File: config.mk
export PLATFORM = sky130hd
export DESIGN_NAME = hstore_text_tokenizer
export DESIGN_NICKNAME = d
export VERILOG_FILES = /design/src/hw/rtl/htt_pkg.sv /design/src/hw/rtl/htt_front.sv /design/src/hw/rtl/htt_queue.sv /design/src/hw/rtl/htt_back.sv /design/src/hw/rtl/hstore_text_tokenizer.sv
export VERILOG_INCLUDE_DIRS = /design/src /design/src/hw/rtl
export SDC_FILE = /design/constraint.sdc
export NUM_CORES = 1
export LEC_CHECK = 0
export BUFFER_PORTS_ARGS = -buffer_cell sky130_fd_sc_hd__buf_4
export CAP_MARGIN = 20
export CORE_AREA = 3 3 132 134
export CTS_CLUSTER_DIAMETER = 40
export DETAILED_ROUTE_END_ITERATION = 6
export DIE_AREA = 0 0 135 137
export SKIP_CTS_REPAIR_TIMING = 1
export SYNTH_ARGS = -nofsm -noshare
export SYNTH_HDL_FRONTEND = slang
export SYNTH_HIERARCHICAL = 1
export SYNTH_SLANG_ARGS = --single-unit
export TNS_END_PERCENT = 50
File: constraint.sdc
create_clock -name clk -period 6.8 [get_ports clk]
set_clock_uncertainty 0.05 [all_clocks]
set_input_delay 1.36 -clock clk [delete_from_list [all_inputs] [get_ports clk]]
set_output_delay 1.36 -clock clk [all_outputs]
set_load 0.05 [all_outputs]
File: src/hw/rtl/hstore_text_tokenizer_macros.svh
// assertion macros for the key-value text tokenizer
// used by the top level only, no other dependencies
`ifndef HSTORE_TEXT_TOKENIZER_MACROS_SVH
`define HSTORE_TEXT_TOKENIZER_MACROS_SVH

// same-cycle implication, checked out of reset
`define HTT_ASSERT_IMPL(label, clk, rst_n, ante, cons) \
  label: assert property (@(posedge clk) disable iff (!rst_n) (ante) |-> (cons)) \
    else $error("tokenizer check failed");

// condition that must never hold, checked out of reset
`define HTT_ASSERT_NEVER(label, clk, rst_n, cond) \
  label: assert property (@(posedge clk) disable iff (!rst_n) !(cond)) \
    else $error("tokenizer forbidden condition");

`endif

File: src/hw/rtl/htt_pkg.sv
// shared types and constants for the key-value text tokenizer
// no dependencies
`timescale 1ns / 1ps

package htt_pkg;

  localparam logic [7:0] CH_EQ     = 8'h3D;  // '='
  localparam logic [7:0] CH_GT     = 8'h3E;  // '>'
  localparam logic [7:0] CH_COMMA  = 8'h2C;  // ','
  localparam logic [7:0] CH_BSLASH = 8'h5C;  // backslash
  localparam logic [7:0] CH_QUOTE  = 8'h22;  // double quote
  localparam logic [7:0] CH_N      = 8'h6E;  // 'n'
  localparam logic [7:0] CH_U      = 8'h75;  // 'u'
  localparam logic [7:0] CH_L      = 8'h6C;  // 'l'
  localparam logic [7:0] CASE_BIT  = 8'h20;

  localparam int QUEUE_DEPTH = 2;
  localparam int QUEUE_AW    = (QUEUE_DEPTH > 1) ? $clog2(QUEUE_DEPTH) : 1;
  localparam int QUEUE_CW    = $clog2(QUEUE_DEPTH + 1);

  localparam logic [2:0] NULL_LEN = 3'd4;
  localparam logic [2:0] NULL_SAT = 3'd7;

  typedef enum logic [1:0] {
    ST_OK     = 2'd0,
    ST_END    = 2'd1,
    ST_SYNTAX = 2'd2
  } status_t;

  typedef enum logic [12:0] {
    PH_WAIT_KEY      = 13'b0000000000001,
    PH_KEY_BARE      = 13'b0000000000010,
    PH_KEY_QUOTE     = 13'b0000000000100,
    PH_KEY_ESC_BARE  = 13'b0000000001000,
    PH_KEY_ESC_QUOTE = 13'b0000000010000,
    PH_WAIT_EQ       = 13'b0000000100000,
    PH_WAIT_GT       = 13'b0000001000000,
    PH_WAIT_VAL      = 13'b0000010000000,
    PH_VAL_BARE      = 13'b0000100000000,
    PH_VAL_QUOTE     = 13'b0001000000000,
    PH_VAL_ESC_BARE  = 13'b0010000000000,
    PH_VAL_ESC_QUOTE = 13'b0100000000000,
    PH_WAIT_DEL      = 13'b1000000000000
  } phase_t;

  typedef struct packed {
    logic [7:0] text_byte;
    logic       string_last;
  } in_word_t;

  typedef struct packed {
    logic       content_valid;
    logic       content_in_key;
    logic [7:0] content_byte;
    logic       key_end;
    logic       value_end;
    logic       value_is_null;
    logic       string_end;
    logic [1:0] status;
  } out_word_t;

  // byte class flags, worked out in the front end
  typedef struct packed {
    logic is_space;
    logic is_quote;
    logic is_eq;
    logic is_gt;
    logic is_comma;
    logic is_bslash;
  } byte_cls_t;

  typedef struct packed {
    in_word_t  word;
    byte_cls_t cls;
  } tok_item_t;

  function automatic logic [7:0] null_char(input logic [1:0] idx);
    logic [7:0] ch;
    unique case (idx)
      2'd0:    ch = CH_N;
      2'd1:    ch = CH_U;
      default: ch = CH_L;
    endcase
    return ch;
  endfunction

endpackage

File: src/hw/rtl/htt_front.sv
// front end: input register and byte classification
// depends on htt_pkg
`timescale 1ns / 1ps

module htt_front import htt_pkg::*; (
  input  logic      clk,
  input  logic      rst_n,
  input  logic      in_valid,
  output logic      in_ready,
  input  in_word_t  in_data,
  output logic      push_valid,
  input  logic      push_ready,
  output tok_item_t push_item
);

  logic      fr_valid_r, fr_valid_nxt;
  tok_item_t fr_item_r, fr_item_nxt;
  byte_cls_t cls;

  always_comb begin
    cls.is_space  = (in_data.text_byte == 8'h20) ||
                    (in_data.text_byte >= 8'h09 && in_data.text_byte <= 8'h0D);
    cls.is_quote  = in_data.text_byte == CH_QUOTE;
    cls.is_eq     = in_data.text_byte == CH_EQ;
    cls.is_gt     = in_data.text_byte == CH_GT;
    cls.is_comma  = in_data.text_byte == CH_COMMA;
    cls.is_bslash = in_data.text_byte == CH_BSLASH;
  end

  assign in_ready   = !fr_valid_r || push_ready;
  assign push_valid = fr_valid_r;
  assign push_item  = fr_item_r;

  always_comb begin
    fr_valid_nxt = fr_valid_r;
    fr_item_nxt  = fr_item_r;
    if (in_valid && in_ready) begin
      fr_valid_nxt = 1'b1;
      fr_item_nxt  = '{word: in_data, cls: cls};
    end else if (push_ready) begin
      fr_valid_nxt = 1'b0;
    end
  end

  always_ff @(posedge clk) begin
    if (!rst_n) begin
      fr_valid_r <= 1'b0;
    end else begin
      fr_valid_r <= fr_valid_nxt;
    end
    fr_item_r <= fr_item_nxt;
  end

endmodule

File: src/hw/rtl/htt_queue.sv
// short fifo between front end and parser
// depends on htt_pkg
`timescale 1ns / 1ps

module htt_queue import htt_pkg::*; (
  input  logic      clk,
  input  logic      rst_n,
  input  logic      wr_valid,
  output logic      wr_ready,
  input  tok_item_t wr_item,
  output logic      rd_valid,
  input  logic      rd_ready,
  output tok_item_t rd_item
);

  tok_item_t                slot_r [QUEUE_DEPTH];
  logic [QUEUE_AW-1:0]      wr_ptr_r, wr_ptr_nxt;
  logic [QUEUE_AW-1:0]      rd_ptr_r, rd_ptr_nxt;
  logic [QUEUE_CW-1:0]      count_r, count_nxt;
  logic                     push, pop;

  assign wr_ready = count_r != QUEUE_CW'(QUEUE_DEPTH);
  assign rd_valid = count_r != '0;
  assign rd_item  = slot_r[rd_ptr_r];
  assign push     = wr_valid && wr_ready;
  assign pop      = rd_valid && rd_ready;

  always_comb begin
    wr_ptr_nxt = wr_ptr_r;
    rd_ptr_nxt = rd_ptr_r;
    count_nxt  = count_r;
    if (push) begin
      wr_ptr_nxt = (wr_ptr_r == QUEUE_AW'(QUEUE_DEPTH - 1)) ? '0 : wr_ptr_r + 1'b1;
    end
    if (pop) begin
      rd_ptr_nxt = (rd_ptr_r == QUEUE_AW'(QUEUE_DEPTH - 1)) ? '0 : rd_ptr_r + 1'b1;
    end
    if (push && !pop) begin
      count_nxt = count_r + 1'b1;
    end else if (pop && !push) begin
      count_nxt = count_r - 1'b1;
    end
  end

  always_ff @(posedge clk) begin
    if (!rst_n) begin
      wr_ptr_r <= '0;
      rd_ptr_r <= '0;
      count_r  <= '0;
    end else begin
      wr_ptr_r <= wr_ptr_nxt;
      rd_ptr_r <= rd_ptr_nxt;
      count_r  <= count_nxt;
    end
    if (push) begin
      slot_r[wr_ptr_r] <= wr_item;
    end
  end

endmodule

File: src/hw/rtl/htt_back.sv
// back end: parse state machine and output register
// depends on htt_pkg
`timescale 1ns / 1ps

module htt_back import htt_pkg::*; (
  input  logic      clk,
  input  logic      rst_n,
  input  logic      rd_valid,
  output logic      rd_ready,
  input  tok_item_t rd_item,
  output logic      out_valid,
  input  logic      out_ready,
  output out_word_t out_data
);

  phase_t     ph_r, ph_nxt, ph_step;
  status_t    err_r, err_nxt, err_step;
  logic [2:0] ncnt_r, ncnt_nxt, ncnt_base;
  logic       nmatch_r, nmatch_nxt, nmatch_base;
  logic       out_valid_r, out_valid_nxt;
  out_word_t  out_r, out_nxt;

  logic       pop, last;
  logic [7:0] b;
  byte_cls_t  c;
  logic       cv, ckey, kend, vend, vquoted, null_rst, put_vbare;
  logic       cv_o, ckey_o, kend_o, vend_o, vnull_o;

  assign b        = rd_item.word.text_byte;
  assign last     = rd_item.word.string_last;
  assign c        = rd_item.cls;
  assign rd_ready = !out_valid_r || out_ready;
  assign pop      = rd_valid && rd_ready;

  // token phase step
  always_comb begin
    ph_step   = ph_r;
    err_step  = err_r;
    cv        = 1'b0;
    ckey      = 1'b0;
    kend      = 1'b0;
    vend      = 1'b0;
    vquoted   = 1'b0;
    null_rst  = 1'b0;
    put_vbare = 1'b0;
    unique case (ph_r)
      PH_WAIT_KEY: begin
        if (!c.is_space) begin
          priority if (c.is_quote) begin
            ph_step = PH_KEY_QUOTE;
          end else if (c.is_eq) begin
            err_step = ST_SYNTAX;
          end else if (c.is_bslash) begin
            ph_step = PH_KEY_ESC_BARE;
          end else begin
            ph_step = PH_KEY_BARE;
            cv      = 1'b1;
            ckey    = 1'b1;
          end
        end
      end
      PH_WAIT_VAL: begin
        if (!c.is_space) begin
          null_rst = 1'b1;
          priority if (c.is_quote) begin
            ph_step = PH_VAL_QUOTE;
          end else if (c.is_bslash) begin
            ph_step = PH_VAL_ESC_BARE;
          end else begin
            ph_step   = PH_VAL_BARE;
            cv        = 1'b1;
            put_vbare = 1'b1;
          end
        end
      end
      PH_KEY_BARE: begin
        priority if (c.is_bslash) begin
          ph_step = PH_KEY_ESC_BARE;
        end else if (c.is_eq) begin
          kend    = 1'b1;
          ph_step = PH_WAIT_GT;
          if (last) begin
            ph_step  = PH_WAIT_EQ;
            err_step = ST_END;
          end
        end else if (c.is_space) begin
          kend    = 1'b1;
          ph_step = PH_WAIT_EQ;
        end else begin
          cv   = 1'b1;
          ckey = 1'b1;
        end
      end
      PH_VAL_BARE: begin
        priority if (c.is_bslash) begin
          ph_step = PH_VAL_ESC_BARE;
        end else if (c.is_comma) begin
          vend    = 1'b1;
          ph_step = PH_WAIT_KEY;
        end else if (c.is_space) begin
          vend    = 1'b1;
          ph_step = PH_WAIT_DEL;
        end else begin
          cv        = 1'b1;
          put_vbare = 1'b1;
        end
      end
      PH_KEY_QUOTE: begin
        priority if (c.is_bslash) begin
          ph_step = PH_KEY_ESC_QUOTE;
        end else if (c.is_quote) begin
          kend    = 1'b1;
          ph_step = PH_WAIT_EQ;
        end else begin
          cv   = 1'b1;
          ckey = 1'b1;
        end
      end
      PH_VAL_QUOTE: begin
        priority if (c.is_bslash) begin
          ph_step = PH_VAL_ESC_QUOTE;
        end else if (c.is_quote) begin
          vend    = 1'b1;
          vquoted = 1'b1;
          ph_step = PH_WAIT_DEL;
        end else begin
          cv = 1'b1;
        end
      end
      PH_KEY_ESC_BARE: begin
        cv      = 1'b1;
        ckey    = 1'b1;
        ph_step = PH_KEY_BARE;
      end
      PH_VAL_ESC_BARE: begin
        cv        = 1'b1;
        put_vbare = 1'b1;
        ph_step   = PH_VAL_BARE;
      end
      PH_KEY_ESC_QUOTE: begin
        cv      = 1'b1;
        ckey    = 1'b1;
        ph_step = PH_KEY_QUOTE;
      end
      PH_VAL_ESC_QUOTE: begin
        cv      = 1'b1;
        ph_step = PH_VAL_QUOTE;
      end
      PH_WAIT_EQ: begin
        if (!c.is_space) begin
          priority if (last) begin
            err_step = ST_END;
          end else if (c.is_eq) begin
            ph_step = PH_WAIT_GT;
          end else begin
            err_step = ST_SYNTAX;
          end
        end
      end
      PH_WAIT_GT: begin
        if (c.is_gt) begin
          ph_step = PH_WAIT_VAL;
        end else begin
          err_step = ST_SYNTAX;
        end
      end
      PH_WAIT_DEL: begin
        if (!c.is_space) begin
          if (c.is_comma) begin
            ph_step = PH_WAIT_KEY;
          end else begin
            err_step = ST_SYNTAX;
          end
        end
      end
      default: begin
        err_step = ST_SYNTAX;
      end
    endcase
  end

  // null spelling tracker for bare values
  always_comb begin
    ncnt_base   = null_rst ? 3'd0 : ncnt_r;
    nmatch_base = null_rst ? 1'b1 : nmatch_r;
    ncnt_nxt    = ncnt_base;
    nmatch_nxt  = nmatch_base;
    if (put_vbare) begin
      nmatch_nxt = nmatch_base && (ncnt_base < NULL_LEN) &&
                   ((b | CASE_BIT) == null_char(ncnt_base[1:0]));
      ncnt_nxt   = (ncnt_base == NULL_SAT) ? NULL_SAT : ncnt_base + 3'd1;
    end
  end

  // string end closure, error gating and state return
  always_comb begin
    ph_nxt  = ph_step;
    err_nxt = err_step;
    cv_o    = cv;
    ckey_o  = ckey;
    kend_o  = kend;
    vend_o  = vend;
    vnull_o = vend && !vquoted;
    if (last && err_step == ST_OK) begin
      if (ph_step == PH_KEY_BARE) begin
        kend_o = 1'b1;
        ph_nxt = PH_WAIT_EQ;
      end else if (ph_step == PH_VAL_BARE) begin
        vend_o  = 1'b1;
        vnull_o = 1'b1;
        ph_nxt  = PH_WAIT_DEL;
      end
      if (ph_nxt != PH_WAIT_KEY && ph_nxt != PH_WAIT_DEL) begin
        err_nxt = ST_END;
      end
    end
    if (err_r != ST_OK) begin
      ph_nxt  = ph_r;
      err_nxt = err_r;
      cv_o    = 1'b0;
      ckey_o  = 1'b0;
      kend_o  = 1'b0;
      vend_o  = 1'b0;
    end
    out_nxt.content_valid  = cv_o;
    out_nxt.content_in_key = cv_o && ckey_o;
    out_nxt.content_byte   = cv_o ? b : 8'h00;
    out_nxt.key_end        = kend_o;
    out_nxt.value_end      = vend_o;
    out_nxt.value_is_null  = vend_o && vnull_o && nmatch_nxt && (ncnt_nxt == NULL_LEN);
    out_nxt.string_end     = last;
    out_nxt.status         = err_nxt;
  end

  always_comb begin
    out_valid_nxt = out_valid_r;
    if (pop) begin
      out_valid_nxt = 1'b1;
    end else if (out_ready) begin
      out_valid_nxt = 1'b0;
    end
  end

  assign out_valid = out_valid_r;
  assign out_data  = out_r;

  always_ff @(posedge clk) begin
    if (!rst_n) begin
      ph_r        <= PH_WAIT_KEY;
      err_r       <= ST_OK;
      ncnt_r      <= 3'd0;
      nmatch_r    <= 1'b1;
      out_valid_r <= 1'b0;
    end else begin
      out_valid_r <= out_valid_nxt;
      if (pop) begin
        if (last) begin
          ph_r     <= PH_WAIT_KEY;
          err_r    <= ST_OK;
          ncnt_r   <= 3'd0;
          nmatch_r <= 1'b1;
        end else begin
          ph_r     <= ph_nxt;
          err_r    <= err_nxt;
          ncnt_r   <= ncnt_nxt;
          nmatch_r <= nmatch_nxt;
        end
      end
    end
    if (pop) begin
      out_r <= out_nxt;
    end
  end

endmodule

File: src/hw/rtl/hstore_text_tokenizer.sv
// top level of the key-value text tokenizer
// depends on htt_pkg, htt_front, htt_queue, htt_back and the assertion macro header
`timescale 1ns / 1ps
// key-value text tokenizer, one text word in and one result word out per byte
// input channel in_valid/in_ready/in_data carries a text byte and string_last
// output channel out_valid/out_ready/out_data carries content, end marks,
//   null flag, string end and latched status
// pipeline: input register and byte classifier, a two-entry queue, then the
//   parse state machine feeding the output register
// path: an accepted word goes through the front register, a queue slot and then
//   the output register, which holds the result word
// throughput: one word per cycle, set by the parser updating its phase once per
//   popped word, sustained while out_ready stays high
// when the receiver stalls the output register holds its word, the queue
//   fills, and in_ready drops once the front register cannot drain
// reset (rst_n low, synchronous) empties all stages and returns the parser
//   to waiting for a key with no error latched
// parser state also returns to that point after every string's last byte
// an error latches at the byte that shows it; the rest of that string gives
//   words with status and string end only

module hstore_text_tokenizer import htt_pkg::*; (
  input  logic      clk,
  input  logic      rst_n,
  input  logic      in_valid,
  output logic      in_ready,
  input  in_word_t  in_data,
  output logic      out_valid,
  input  logic      out_ready,
  output out_word_t out_data
);

`include "hstore_text_tokenizer_macros.svh"

  // front register to queue
  logic      push_valid, push_ready;
  tok_item_t push_item;

  // queue to parser
  logic      rd_valid, rd_ready;
  tok_item_t rd_item;

  // classify each accepted word
  htt_front u_front (
    .clk        (clk),
    .rst_n      (rst_n),
    .in_valid   (in_valid),
    .in_ready   (in_ready),
    .in_data    (in_data),
    .push_valid (push_valid),
    .push_ready (push_ready),
    .push_item  (push_item)
  );

  // decouples the front end from parser stalls
  htt_queue u_queue (
    .clk      (clk),
    .rst_n    (rst_n),
    .wr_valid (push_valid),
    .wr_ready (push_ready),
    .wr_item  (push_item),
    .rd_valid (rd_valid),
    .rd_ready (rd_ready),
    .rd_item  (rd_item)
  );

  // token state machine and output register
  htt_back u_back (
    .clk       (clk),
    .rst_n     (rst_n),
    .rd_valid  (rd_valid),
    .rd_ready  (rd_ready),
    .rd_item   (rd_item),
    .out_valid (out_valid),
    .out_ready (out_ready),
    .out_data  (out_data)
  );

  // a null flag only rides on a value end mark
  `HTT_ASSERT_IMPL(a_null_with_vend, clk, rst_n, out_valid && out_data.value_is_null, out_data.value_end)
  // a single byte never completes both a key and a value
  `HTT_ASSERT_NEVER(a_one_end_mark, clk, rst_n, out_valid && out_data.key_end && out_data.value_end)
  // no content means cleared content fields
  `HTT_ASSERT_IMPL(a_empty_content, clk, rst_n, out_valid && !out_data.content_valid, out_data.content_byte == 8'h00 && !out_data.content_in_key)

endmodule
==> After elaboration in Yosys (flattened, before gate mapping) <==
Memory sizes are Yosys's and may differ from the RTL's. A register that Yosys moved wholly into a read port is not among the register bits.
Cells that the tools add are included.
{ "word_totals": {"register_bits": 56, "ramBits": 30, "input_bits": 13, "output_inout_bits": 18, "word_cells": 205, "n_memories": 1} }
{ "classes": {"add_sub_neg": 5, "magnitude_cmp": 3, "eq_ne": 29, "muxes": 107, "reduce_logical": 35} }
{ "memory_table": {"columns": ["name", "depth", "width", "rd", "rd_ports_with_merged_regs", "write_ports", "line_no", "text"], "rows": [
  ["u_queue.slot_r", 2, 15, 1, 1, 1, "htt_queue.sv:16", "tok_item_t slot_r [QUEUE_DEPTH];"]
]} }
{ "ops": {"columns": ["cell", "n"], "rows": [
  ["two-way mux 13 bit", 27],
  ["one-hot mux 13 bit (13 select lines)", 1],
  ["two-way mux 1 bit", 46],
  ["equality test 8 x 6 -> 1 bit (second input constant)", 5],
  ["two-way mux 2 bit", 18],
  ["equality test 13 x 2 -> 1 bit (second input constant)", 2],
  ["equality test 13 x 9 -> 1 bit (second input constant)", 2],
  ["logical AND 1 bit", 15],
  ["equality test 13 x 1 -> 1 bit (second input constant)", 1],
  ["equality test 13 x 10 -> 1 bit (second input constant)", 1],
  ["equality test 13 x 11 -> 1 bit (second input constant)", 1],
  ["equality test 13 x 12 -> 1 bit (second input constant)", 1],
  ["equality test 13 bit (second input constant)", 1],
  ["equality test 13 x 3 -> 1 bit (second input constant)", 1],
  ["equality test 13 x 4 -> 1 bit (second input constant)", 1],
  ["equality test 13 x 5 -> 1 bit (second input constant)", 1],
  ["equality test 13 x 6 -> 1 bit (second input constant)", 1],
  ["equality test 13 x 7 -> 1 bit (second input constant)", 1],
  ["equality test 13 x 8 -> 1 bit (second input constant)", 1],
  ["inequality test 13 x 1 -> 1 bit (second input constant)", 1],
  ["inequality test 13 bit (second input constant)", 1],
  ["two-way mux 3 bit", 4],
  ["one-hot mux 2 bit (6 select lines)", 1],
  ["two-way mux 11 bit", 1],
  ["other kinds (29)", 44]
]} }

==> Logic depth before layout (Yosys ltp) <==
Gate-level depths: netlist of the first run.
{ "depth": {"ltp_word": 15, "ltp_mapped": 16, "depth_no_buf": 13} }

==> Modules after synthesis <==
Netlist of the first run, hierarchy kept.
{ "by_module_without_submodules": {"columns": ["mod", "instances", "cells_each", "area_each_um2"], "rows": [
  ["htt_back", 1, 375, 2942.8],
  ["htt_queue", 1, 71, 1322.5],
  ["htt_front", 1, 37, 604.3]
]} }

==> Worst setup path before layout of the first run <==
No wires, ideal clock.
{ "synth_timing": {"path_kind": "register -> register", "from": "register with a tool-made name", "to": "register u_back.out_r (netlist bit u_back/out_data[3]), data pin", "setup_time_ns": 0.167, "arrival_ns": 3.266, "setup_slack_ns": 3.316, "path_stages_with_launch": 17, "n_path_buf": 4, "synth_period_minus_slack_ns": 3.484, "path_cell_list": "dfxtp_1 buf_2 buf_2 mux2_2 clkbuf_1 clkbuf_1 inv_1 nand2_1 nand2_1 inv_1 ha_1 or3_1 a2111oi_0 a21oi_1 a21oi_1 nand3_1 a211oi_1"} }
{ "synth_rtl": {"columns": ["element", "line_no", "text"], "rows": [
  ["to (signal assigned)", "htt_back.sv:271", "out_r <= out_nxt;"],
  ["to (decl)", "htt_back.sv:21", "out_word_t out_r, out_nxt;"]
]} }

==> results of run 1 <==
==> metrics by stage <==
step,std cells,utilization [%]
after detailed placement,708,31.8
after CTS,723,33.8
after global routing,723,33.8
after floorplan,483,-
final,723,33.8
after global placement,708,31.8
==> worst max-delay path by stage <==
stage / from / end / slack [ns] / cells after the start
2_1_floorplan: flip-flop / u_back/out_data[3] / 3.32 / 16
3_3_place_gp: u_back/ph_r[0] / u_back/out_data[3] / 2.77 / 13
3_5_place_dp: u_back/ph_r[0] / u_back/out_data[3] / 2.73 / 13
4_1_cts: u_back/ph_r[0] / u_back/out_data[3] / 2.51 / 13
5_1_grt: u_back/ph_r[0] / u_back/out_data[3] / 2.02 / 13
6_report: u_back/ph_r[0] / u_back/out_data[3] / 2.47 / 13
==> registers in the layout (all words and copies together) (netlist names), named ones only <==
register / cells
u_front/push_item: 15
u_queue/rd_ptr_r: 1
u_front/push_valid: 1
u_back/out_data: 16
u_back/ph_r: 13
u_back/ncnt_r: 3
u_queue/wr_ptr_r: 1
u_queue/count_r: 2
u_back/out_valid: 1
u_back/nmatch_r: 1
u_queue/slot_r: 30
u_back/err_r: 2
==> metal layers <==
layer	track usage [%]	vias to the layer above	wire length [um]
met3	3.42	35	931
li1	-	1834	-
met5	0	-	0
met1	19.7	1876	5960
met2	24.7	188	6520
met4	7.73	0	488
==> cells in the final DEF (no fill, tap or decap), types with 4 or more instances in the layout <==
master,instances
edfxtp_1,61
nor2_1,52
nand2_1,37
buf_4,32
dfxtp_1,26
a21oi_1,24
o21ai_0,20
nand3_1,17
and2_1,17
nor3_1,16
mux2_2,15
inv_1,14
nand4_1,10
clkbuf_16,9
a22oi_1,8
nand2b_1,7
or2_2,7
nor3b_1,6
a31oi_1,6
xor2_1,5
nor4b_1,5
nor2b_1,5
ha_1,5
o21ai_1,4
or3_1,4
o211ai_1,4
o31ai_1,4
==> critical path: stages (launching register included) <==
cell and delay [ns]:
dfxtp_1 0.41, nor4_2 0.81, nand2_1 0.21, nor2_1 0.30, nand2_1 0.25, nand2_1 0.16
inv_1 0.10, ha_1 0.20, or3_1 0.38, a2111oi_0 0.55, a21oi_1 0.17, a21oi_1 0.18
nand3_1 0.10, a211oi_1 0.26
==> final cells by class <==
class / instances / area [um^2]
Fill cell: 1641 / 10900
Sequential cell: 87 / 2350
Multi-Input combinational cell: 355 / 2300
Tap cell: 220 / 275
Timing Repair Buffer: 32 / 240
Clock buffer: 9 / 225
Clock inverter: 6 / 100
Inverter: 14 / 52.6
==> cell families (layout without fill, tap and decap cells) <==
| family | after synthesis | in the layout | synth area share [%] |
|---|---|---|---|
| and+or+nand+nor | 215 | 215 | 24.9 |
| AOI/OAI and AO/OA | 109 | 109 | 15.6 |
| DFF | 87 | 87 | 48.3 |
| buffers and inverters | 41 | 61 | 4.39 |
| muxes | 18 | 18 | 4.09 |
| xor gates and xnor gates | 8 | 8 | 1.44 |
| adders and majority gates | 5 | 5 | 1.28 |
==> power by group <==
group | switching, mW | internal [mW]
Sequential | 0.0563 | 0.669
Combinational | 0.542 | 0.257
Clock | 0.218 | 0.328
==> out/results.ini, run 1 <==
[status]
status = finished, final reports clean

[route]
vias = 3933
route.antenna.remaining_nets = 0
wl_per_cell_um = 19.2
routed_wl_um = 13900
drt-pass1-iter-count = 5
viasPerCell = 5.44
drc = 0
drt_iter0_drc = 394

[global_route]
grt_max_degree = 22
antenna_found_initial = 0
grtUsageTotal_pct = 15.4
grt_pass1_wl_um = 21800
grt_pass1_vias = 3913
grt_overflow = 0

[min_path]
holdCritPathClass = reg -> reg
hold_depth = 0
hold_start = u_front/push_item[0]
min_delay_worst_endpoint = u_queue/slot_r[0][0]

[cts]
clk_pin_slew_ns = 0.07
root_buffer = clkbuf_16
cts_tree = done
cts.sink_count = 87
clk_latency_ns = 0.34
cts_made_buffers = 9
htree_levels = 3
cts.path.max_buffers = 2

[yosys]
synth_top_area_share_pct = 37.6
ys_seq_elements = 87
syn_nets = 501
ys_types = 78
netlist_area_um2 = 4870
synthCells = 483
synth_area_leaders = edfxtp_1 (38%), dfxtp_1 (11%), nor2_1 (4.0%), mux2_2 (3.5%), nand2_1 (2.9%)
synth.avg_cell_area_um2 = 10.1
seq_area_frac_synth_pct = 48.3
synth_edf_count = 61
netlist_top_cells_count = edfxtp_1 (61), nor2_1 (52), nand2_1 (37)
ys.flop_type = edfxtp_1
yosys_warnings = 6
synth.most_common_cell = edfxtp_1
synth_top_area_cell = edfxtp_1
async_flop_share_pct = 0

[floorplan]
chipHeight_um = 137
rows = 47
fp.dieW_um = 135
start_util_pct = 29.7
die_area_um2 = 18500
core_um2 = 16400
num_io_pins = 31

[worst_setup_path]
cp_data_arrival_time_ns = 4.44
crit_required_ns = 6.91
cp-end-kind = flip-flop
start_kind = flip-flop
reg2reg_depth = 13
r2r-start = u_back/ph_r[0]
worstSetupPathType = reg -> reg
r2r_end = u_back/out_data[3]
r2r_setup_slack_ns = 2.47
worstPathMaxFanout = 11

[timing]
tns_ns = 0
finalHoldViolCount = 0
max_slew.worst_pin.slew_ns = 0.885
setup_viol = 0
finalCriticalPeriod_ns = 4.33
period_share_pct = 63.7
worst_hold_slack_ns = 0.401
timing.fmax_ghz = 0.231
rsz0062_at_grt = no
drv_slew = 0
fin_ws_ns = 2.47
relSlewSlack_pct = 40.9

[power]
power_mw = 2.07
power_density_nw_per_um2 = 373
p_leak_nw = 1.99
ir_drop_uv = 114

[cells_and_area]
area_growth_pct = 14.0
drive_gt1_share_pct = 18.7
num_antenna_cells = 0
final_area_um2 = 5550
nets = 517

[placement]
io_buffers = 30
placed_area_um2 = 5220
hpwl_um = 10400
place.gp.congestion = 1.10
dp_slack_ns = 2.73

[flow_run]
cap_violations = 0

No activity file was read; power rests on OpenSTA's default activity.
==> run 2, diff against run 1 <==
==> constraint.sdc (replaced) <==
create_clock -name clk -period 3.7 [get_ports clk]
set_clock_uncertainty 0.05 [all_clocks]
set_input_delay 0.74 -clock clk [delete_from_list [all_inputs] [get_ports clk]]
set_output_delay 0.74 -clock clk [all_outputs]
set_load 0.05 [all_outputs]
==> run 2 against run 1 <==
Against the previous run: cell count rose by 3.6%; routed wire length down 1.9%; combinational power increased by 94%; die area unchanged; via count grew 2.5%; critical path type unchanged; largest power group unchanged.
==> out/results.ini, run 2 (synthesis results as in run 1) <==
[worst_setup_path]
cp_data_arrival_time_ns = 3.58  ; -0.86 ns
worstPathMaxFanout = 11  ; unchanged
worstSetupPathType = reg -> reg
cp_cell_sequence = nor4b_2 -> nand2_1 -> nor2_1 -> nand2_1 -> nand2_1 -> inv_1 -> ha_1 -> or3_1 -> a2111oi_0 -> a21oi_1 -> a21oi_1 -> nand3_1 -> a211oi_1
r2r-start = u_back/ph_r[5]
slowest_stage = dfxtp_1
critical_path.max_stage_delay_ns = 0.44  ; -0.37 ns
r2r_setup_slack_ns = 0.24  ; -2.22 ns
cp-end-kind = flip-flop
start_kind = flip-flop
r2r_end = u_back/out_data[3]
reg2reg_depth = 13  ; unchanged
crit_path_frequent_cell = nand2_1
crit_required_ns = 3.83  ; -3.08 ns

[cts]
cts_made_buffers = 9  ; unchanged
root_buffer = clkbuf_16
htree_levels = 3  ; unchanged
cts.path.max_buffers = 2  ; unchanged
clk_latency_ns = 0.34  ; about the same
clk_pin_slew_ns = 0.07  ; about the same
cts_tree = done
cts.sink_count = 87  ; unchanged

[cells_and_area]
area_growth_pct = 17.4
layout_commonest_cell = edfxtp_1
num_antenna_cells = 0  ; unchanged
final_cell_mix = edfxtp_1 (61), buf_4 (57), nor2_1 (52)
drive_gt1_share_pct = 22.9  ; +4.2 points
fillers = 1643  ; +0.12%
multi_input_area_um2 = 2310  ; +0.33%
final_area_um2 = 5720  ; +3.0%
seqCellArea_um2 = 2350  ; unchanged
largest_register = u_queue/slot_r
nets = 542  ; +4.8%
largest_reg_flops = 30  ; unchanged

[global_route]
antenna_found_initial = 0  ; unchanged
grtUsageTotal_pct = 14.9  ; -0.47 points
grt_pass1_vias = 3869  ; -1.1%
grt_max_degree = 19  ; -14%
grt_pass1_wl_um = 21600  ; -1.1%
grt_overflow = 0  ; unchanged

[route]
drt-pass1-iter-count = 6  ; +1
drt_iter0_drc = 406  ; +3.0%
vias = 4033  ; +2.5%
viasPerCell = 5.38  ; -1.0%
route.antenna.remaining_nets = 0  ; unchanged
drc = 0  ; unchanged
routed_wl_um = 13600  ; -1.9%
wl_per_cell_um = 18.2  ; -5.3%

[timing]
tns_ns = 0  ; unchanged
finalHoldViolCount = 0  ; unchanged
max_slew.worst_pin.slew_ns = 0.725  ; -0.161 ns
finalCriticalPeriod_ns = 3.46  ; -0.876 ns
setup_viol = 0  ; unchanged
timing.fmax_ghz = 0.289  ; +25%
rsz0062_at_grt = no
worst_hold_slack_ns = 0.391  ; -0.00946 ns
period_share_pct = 93.4  ; +30 points
relSlewSlack_pct = 51.0  ; +10 points
drv_slew = 0  ; unchanged

[power]
power.switching_mw = 1.52  ; +87%
p_sw_share_pct = 40.4  ; +1.0 points
intPower_mw = 2.24  ; +79%
power.share.sequential_pct = 35.0  ; about the same
power_density_nw_per_um2 = 659  ; +77%
p_leak_nw = 2.11  ; +5.6%
p_comb_share_pct = 41.2  ; +2.6 points
clockPowerShare_pct = 23.8  ; -2.5 points
ir_drop_uv = 222  ; +95%

[floorplan]
fp.dieW_um = 135  ; unchanged
core_um2 = 16400  ; unchanged
num_io_pins = 31  ; unchanged
die_area_um2 = 18500  ; unchanged
start_util_pct = 29.7  ; unchanged
rows = 47  ; unchanged
chipHeight_um = 137  ; unchanged

[min_path]
min_delay_worst_endpoint = u_queue/slot_r[1][2]
holdCritPathClass = reg -> reg
hold_start = u_front/push_item[2]
hold_depth = 0  ; unchanged

[placement]
place.gp.congestion = 0.963  ; -13%
placed_area_um2 = 5400  ; +3.4%
io_buffers = 30  ; unchanged
hpwl_um = 10300  ; -0.46%

[status]
status = finished, final reports clean

[flow_run]
cap_violations = 0  ; unchanged

run 2: how the worst max path moves through the flow:
stage,cells past startpoint,slack [ns],startpoint,to
final,13,0.24,u_back/ph_r[5],u_back/out_data[3]
after global routing,13,0.06,u_back/ph_r[0],u_back/out_data[3]
after CTS,13,0.12,u_back/ph_r[5],u_back/out_data[3]
after detailed placement,13,0.21,u_back/ph_r[5],u_back/out_data[3]
after global placement,9,0.12,u_back/ph_r[12],u_back/out_data[0]
after floorplan,16,0.22,flip-flop,u_back/out_data[3]
run 2: power groups by stage:
stage	Combinational (mW)	Sequential, mW	Clock (mW)
after floorplan	0.838	1.54	0
after global placement	1.55	1.34	0
after detailed placement	1.54	1.34	0
after CTS	1.54	1.32	0.915
after global routing	1.66	1.34	0.965
final	1.55	1.32	0.896
run 2: metal layers:
layer / vias to the layer above / wire (um) / track usage (%)
met3: 29 / 984 / 2.94
met1: 1932 / 6030 / 20.5
li1: 1887 / - / -
met4: 0 / 399 / 5.54
met5: - / 0 / 0
met2: 185 / 6220 / 23.4
run 2: through the flow:
step	power [mW]	util, %	setup slack, ns	cells
3_5_place_dp	2.88	32.9	0.205	732
3_3_place_gp	2.89	32.9	0.116	732
2_1_floorplan	2.38	-	0.216	483
4_1_cts	3.78	34.8	0.119	748
5_1_grt	3.96	34.9	0.0584	749
6_report	3.77	34.9	0.243	749
run 2: worst max-delay path: cells and delay by family (launching register included):
family	cells	cell delay, ns
AOI/OAI and AO/OA	4	0.95
adders and majority gates	1	0.21
buffers and inverters	1	0.11
DFF	1	0.44
and+or+nand+nor	7	1.53
run 2: cell type report:
class,instances,area share (%)
Sequential cell,87,41.1
Multi-Input combinational cell,355,40.4
Timing Repair Buffer,57,7.48
Tap cell,220,4.81
Clock buffer,9,3.94
Clock inverter,7,1.29
Inverter,14,0.919
==> run 3, diff against run 2 <==
--- a/config.mk
+++ b/config.mk
@@ -6,12 +6,13 @@
 export SDC_FILE = /design/constraint.sdc
 export NUM_CORES = 1
 export LEC_CHECK = 0
+export ABC_AREA = 1
 export BUFFER_PORTS_ARGS = -buffer_cell sky130_fd_sc_hd__buf_4
 export CAP_MARGIN = 20
-export CORE_AREA = 3 3 132 134
+export CORE_AREA = 3 3 133 135
 export CTS_CLUSTER_DIAMETER = 40
 export DETAILED_ROUTE_END_ITERATION = 6
-export DIE_AREA = 0 0 135 137
+export DIE_AREA = 0 0 136 138
 export SKIP_CTS_REPAIR_TIMING = 1
 export SYNTH_ARGS = -nofsm -noshare
 export SYNTH_HDL_FRONTEND = slang
==> run 3 against run 2 <==
Against the previous run: area after synthesis is 1.5% higher; routed wire length down 11%; maximum frequency up 13%; clock-buffer cell count is the same; final area grew 0.63%; flip-flop and latch count unchanged; synthesized cell count increased by 22%; critical path depth unchanged; worst hold slack better by 0.0049 ns; first-iteration DRC count fell by 1.5%; via count is 1.4% higher; critical endpoint unchanged.
==> out/results.ini, run 3 <==
[timing]
tns_ns = 0  ; unchanged
finalHoldViolCount = 0  ; unchanged
timing.fmax_ghz = 0.325  ; +13%
setup_viol = 0  ; unchanged
max_slew.worst_pin.slew_ns = 0.777  ; +0.0527 ns
period_share_pct = 83.0  ; -10 points
relSlewSlack_pct = 48.1  ; -2.9 points
drv_slew = 0  ; unchanged
rsz0062_at_grt = no
finalCriticalPeriod_ns = 3.07  ; -0.384 ns

[floorplan]
start_util_pct = 29.8  ; +0.11 points
fp.dieW_um = 136  ; +0.74%
chipHeight_um = 138  ; +0.73%
die_area_um2 = 18800  ; +1.5%
rows = 47  ; unchanged
core_um2 = 16600  ; +1.1%
num_io_pins = 31  ; unchanged

[cts]
root_buffer = clkbuf_16
cts_tree = done
cts_made_buffers = 9  ; unchanged
clk_latency_ns = 0.35  ; about the same
cts.path.max_buffers = 2  ; unchanged
clk_pin_slew_ns = 0.08  ; about the same
htree_levels = 3  ; unchanged
cts.sink_count = 87  ; unchanged

[route]
viasPerCell = 4.82  ; -11%
vias = 4090  ; +1.4%
drt-pass1-iter-count = 5  ; -1
drc = 0  ; unchanged
wl_per_cell_um = 14.3  ; -21%
route.antenna.remaining_nets = 0  ; unchanged
drt_iter0_drc = 400  ; -1.5%
routed_wl_um = 12200  ; -11%

[yosys]
async_flop_share_pct = 0  ; unchanged
synth_top_area_share_pct = 37.1  ; -0.54 points
synth.avg_cell_area_um2 = 8.42  ; -17%
ys_seq_elements = 87  ; unchanged
seq_area_frac_synth_pct = 47.6  ; -0.70 points
netlist_top_cells_count = nand2_1 (116), nor2_1 (76), inv_1 (75)
synth.most_common_cell = nand2_1
synth_top_area_cell = edfxtp_1
synthCells = 587  ; +22%
ys_types = 41  ; -47%
yosys_warnings = 6  ; unchanged
netlist_area_um2 = 4940  ; +1.5%
syn_nets = 605  ; +21%
ys.flop_type = edfxtp_1
synth_area_leaders = edfxtp_1 (37%), dfxtp_1 (11%), nand2_1 (8.8%), nor2_1 (5.8%), inv_1 (5.7%)
synth_edf_count = 61  ; unchanged

[cells_and_area]
layout_commonest_cell = nand2_1
num_antenna_cells = 0  ; unchanged
nets = 642  ; +18%
largest_register = u_queue/slot_r
area_growth_pct = 16.5
drive_gt1_share_pct = 18.6  ; -4.3 points
final_cell_mix = nand2_1 (116), nor2_1 (76), inv_1 (75)
largest_reg_flops = 30  ; unchanged

[placement]
place.gp.congestion = 0.987  ; +2.5%
io_buffers = 30  ; unchanged
hpwl_um = 9050  ; -12%

[global_route]
antenna_found_initial = 0  ; unchanged
grt_max_degree = 21  ; +2
grt_overflow = 0  ; unchanged
grt_pass1_vias = 3832  ; -0.96%
grt_pass1_wl_um = 19900  ; -7.9%
grtUsageTotal_pct = 13.2  ; -1.8 points

[worst_setup_path]
crit_required_ns = 3.87  ; +0.04 ns
r2r_setup_slack_ns = 0.63  ; +0.38 ns
worstPathMaxFanout = 10  ; -1
start_kind = flip-flop
worstSetupPathType = reg -> reg
cp-end-kind = flip-flop
cp_data_arrival_time_ns = 3.24  ; -0.34 ns

[min_path]
holdCritPathClass = reg -> reg

[status]
status = finished, final reports clean

[flow_run]
cap_violations = 0  ; unchanged

-- run 3: cell types whose count changed in the layout (fill, tap and decap cells not counted), sizes merged, moves of 7 or more --
cell and delta:
nor3b -7, a22oi -8, nand3 +24, inv +67, buf -20, nand2 +99
or2 -8, and2 -17, nand2b -8, a21oi +13, nor2 +34
-- run 3: final cells by class --
type,count,area [um^2]
tap,220,275
multi-input combinational,406,2200
timing repair buffer,37,278
sequential,87,2350
clock inverter,7,115
fill,1776,10800
clock buffer,9,225
inverter,83,312
-- run 3: per-stage QoR --
stage          std cells  hold WS [ns]  setup WS, ns  instance area (um^2)  util (%)
2_1_floorplan        587         0.371         0.910                  4940         -
3_3_place_gp         833         0.374         0.635                  5410      32.6
3_5_place_dp         833         0.384         0.633                  5410      32.6
4_1_cts              849         0.400         0.632                  5750      34.7
5_1_grt              849         0.418         0.365                  5750      34.7
6_report             849         0.396         0.628                  5750      34.7
-- run 3: worst max-delay path, cell delays in order (launching register included) --
cell and delay (ns):
dfxtp_1 0.50, mux2_4 0.41, inv_1 0.27, nand2_1 0.23, nand2_1 0.19, inv_1 0.10
ha_1 0.20, xnor2_1 0.12, nor3_1 0.17, o2111ai_1 0.13, a22o_1 0.23, nor3_1 0.13
nand3_1 0.11, nor2_1 0.10
-- run 3: worst paths after layout --
kind,startpoint,depth (start not counted),endpoint
worst max-delay path,flip-flop,13,u_back/out_data[3]
worst min-delay path,u_front/push_item[2],0,u_queue/slot_r[0][2]
worst max register to register,flip-flop,13,u_back/out_data[3]
worst min register to register,u_front/push_item[2],0,u_queue/slot_r[0][2]
-- run 3: kinds of logic after synthesis --
group | Yosys count | share of synthesized area [%]
and+or+nand+nor | 298 | 28.9
buffers and inverters | 94 | 7.93
DFF | 87 | 47.6
AOI/OAI and AO/OA | 86 | 9.72
muxes | 15 | 4.18
adders and majority gates | 5 | 1.27
xor gates and xnor gates | 2 | 0.355
-- run 3: layer usage --
metal	GRT usage, %	wire, um	up-vias
li1	-	-	2028
met1	17.6	5300	1885
met2	20.6	5650	147
met3	3.31	890	30
met4	4.83	315	0
met5	0	0	-
Power of run 3 is left out: the tool's default activity adds up to more than one toggle a clock period on the data nets, which glitch-free logic cannot reach.
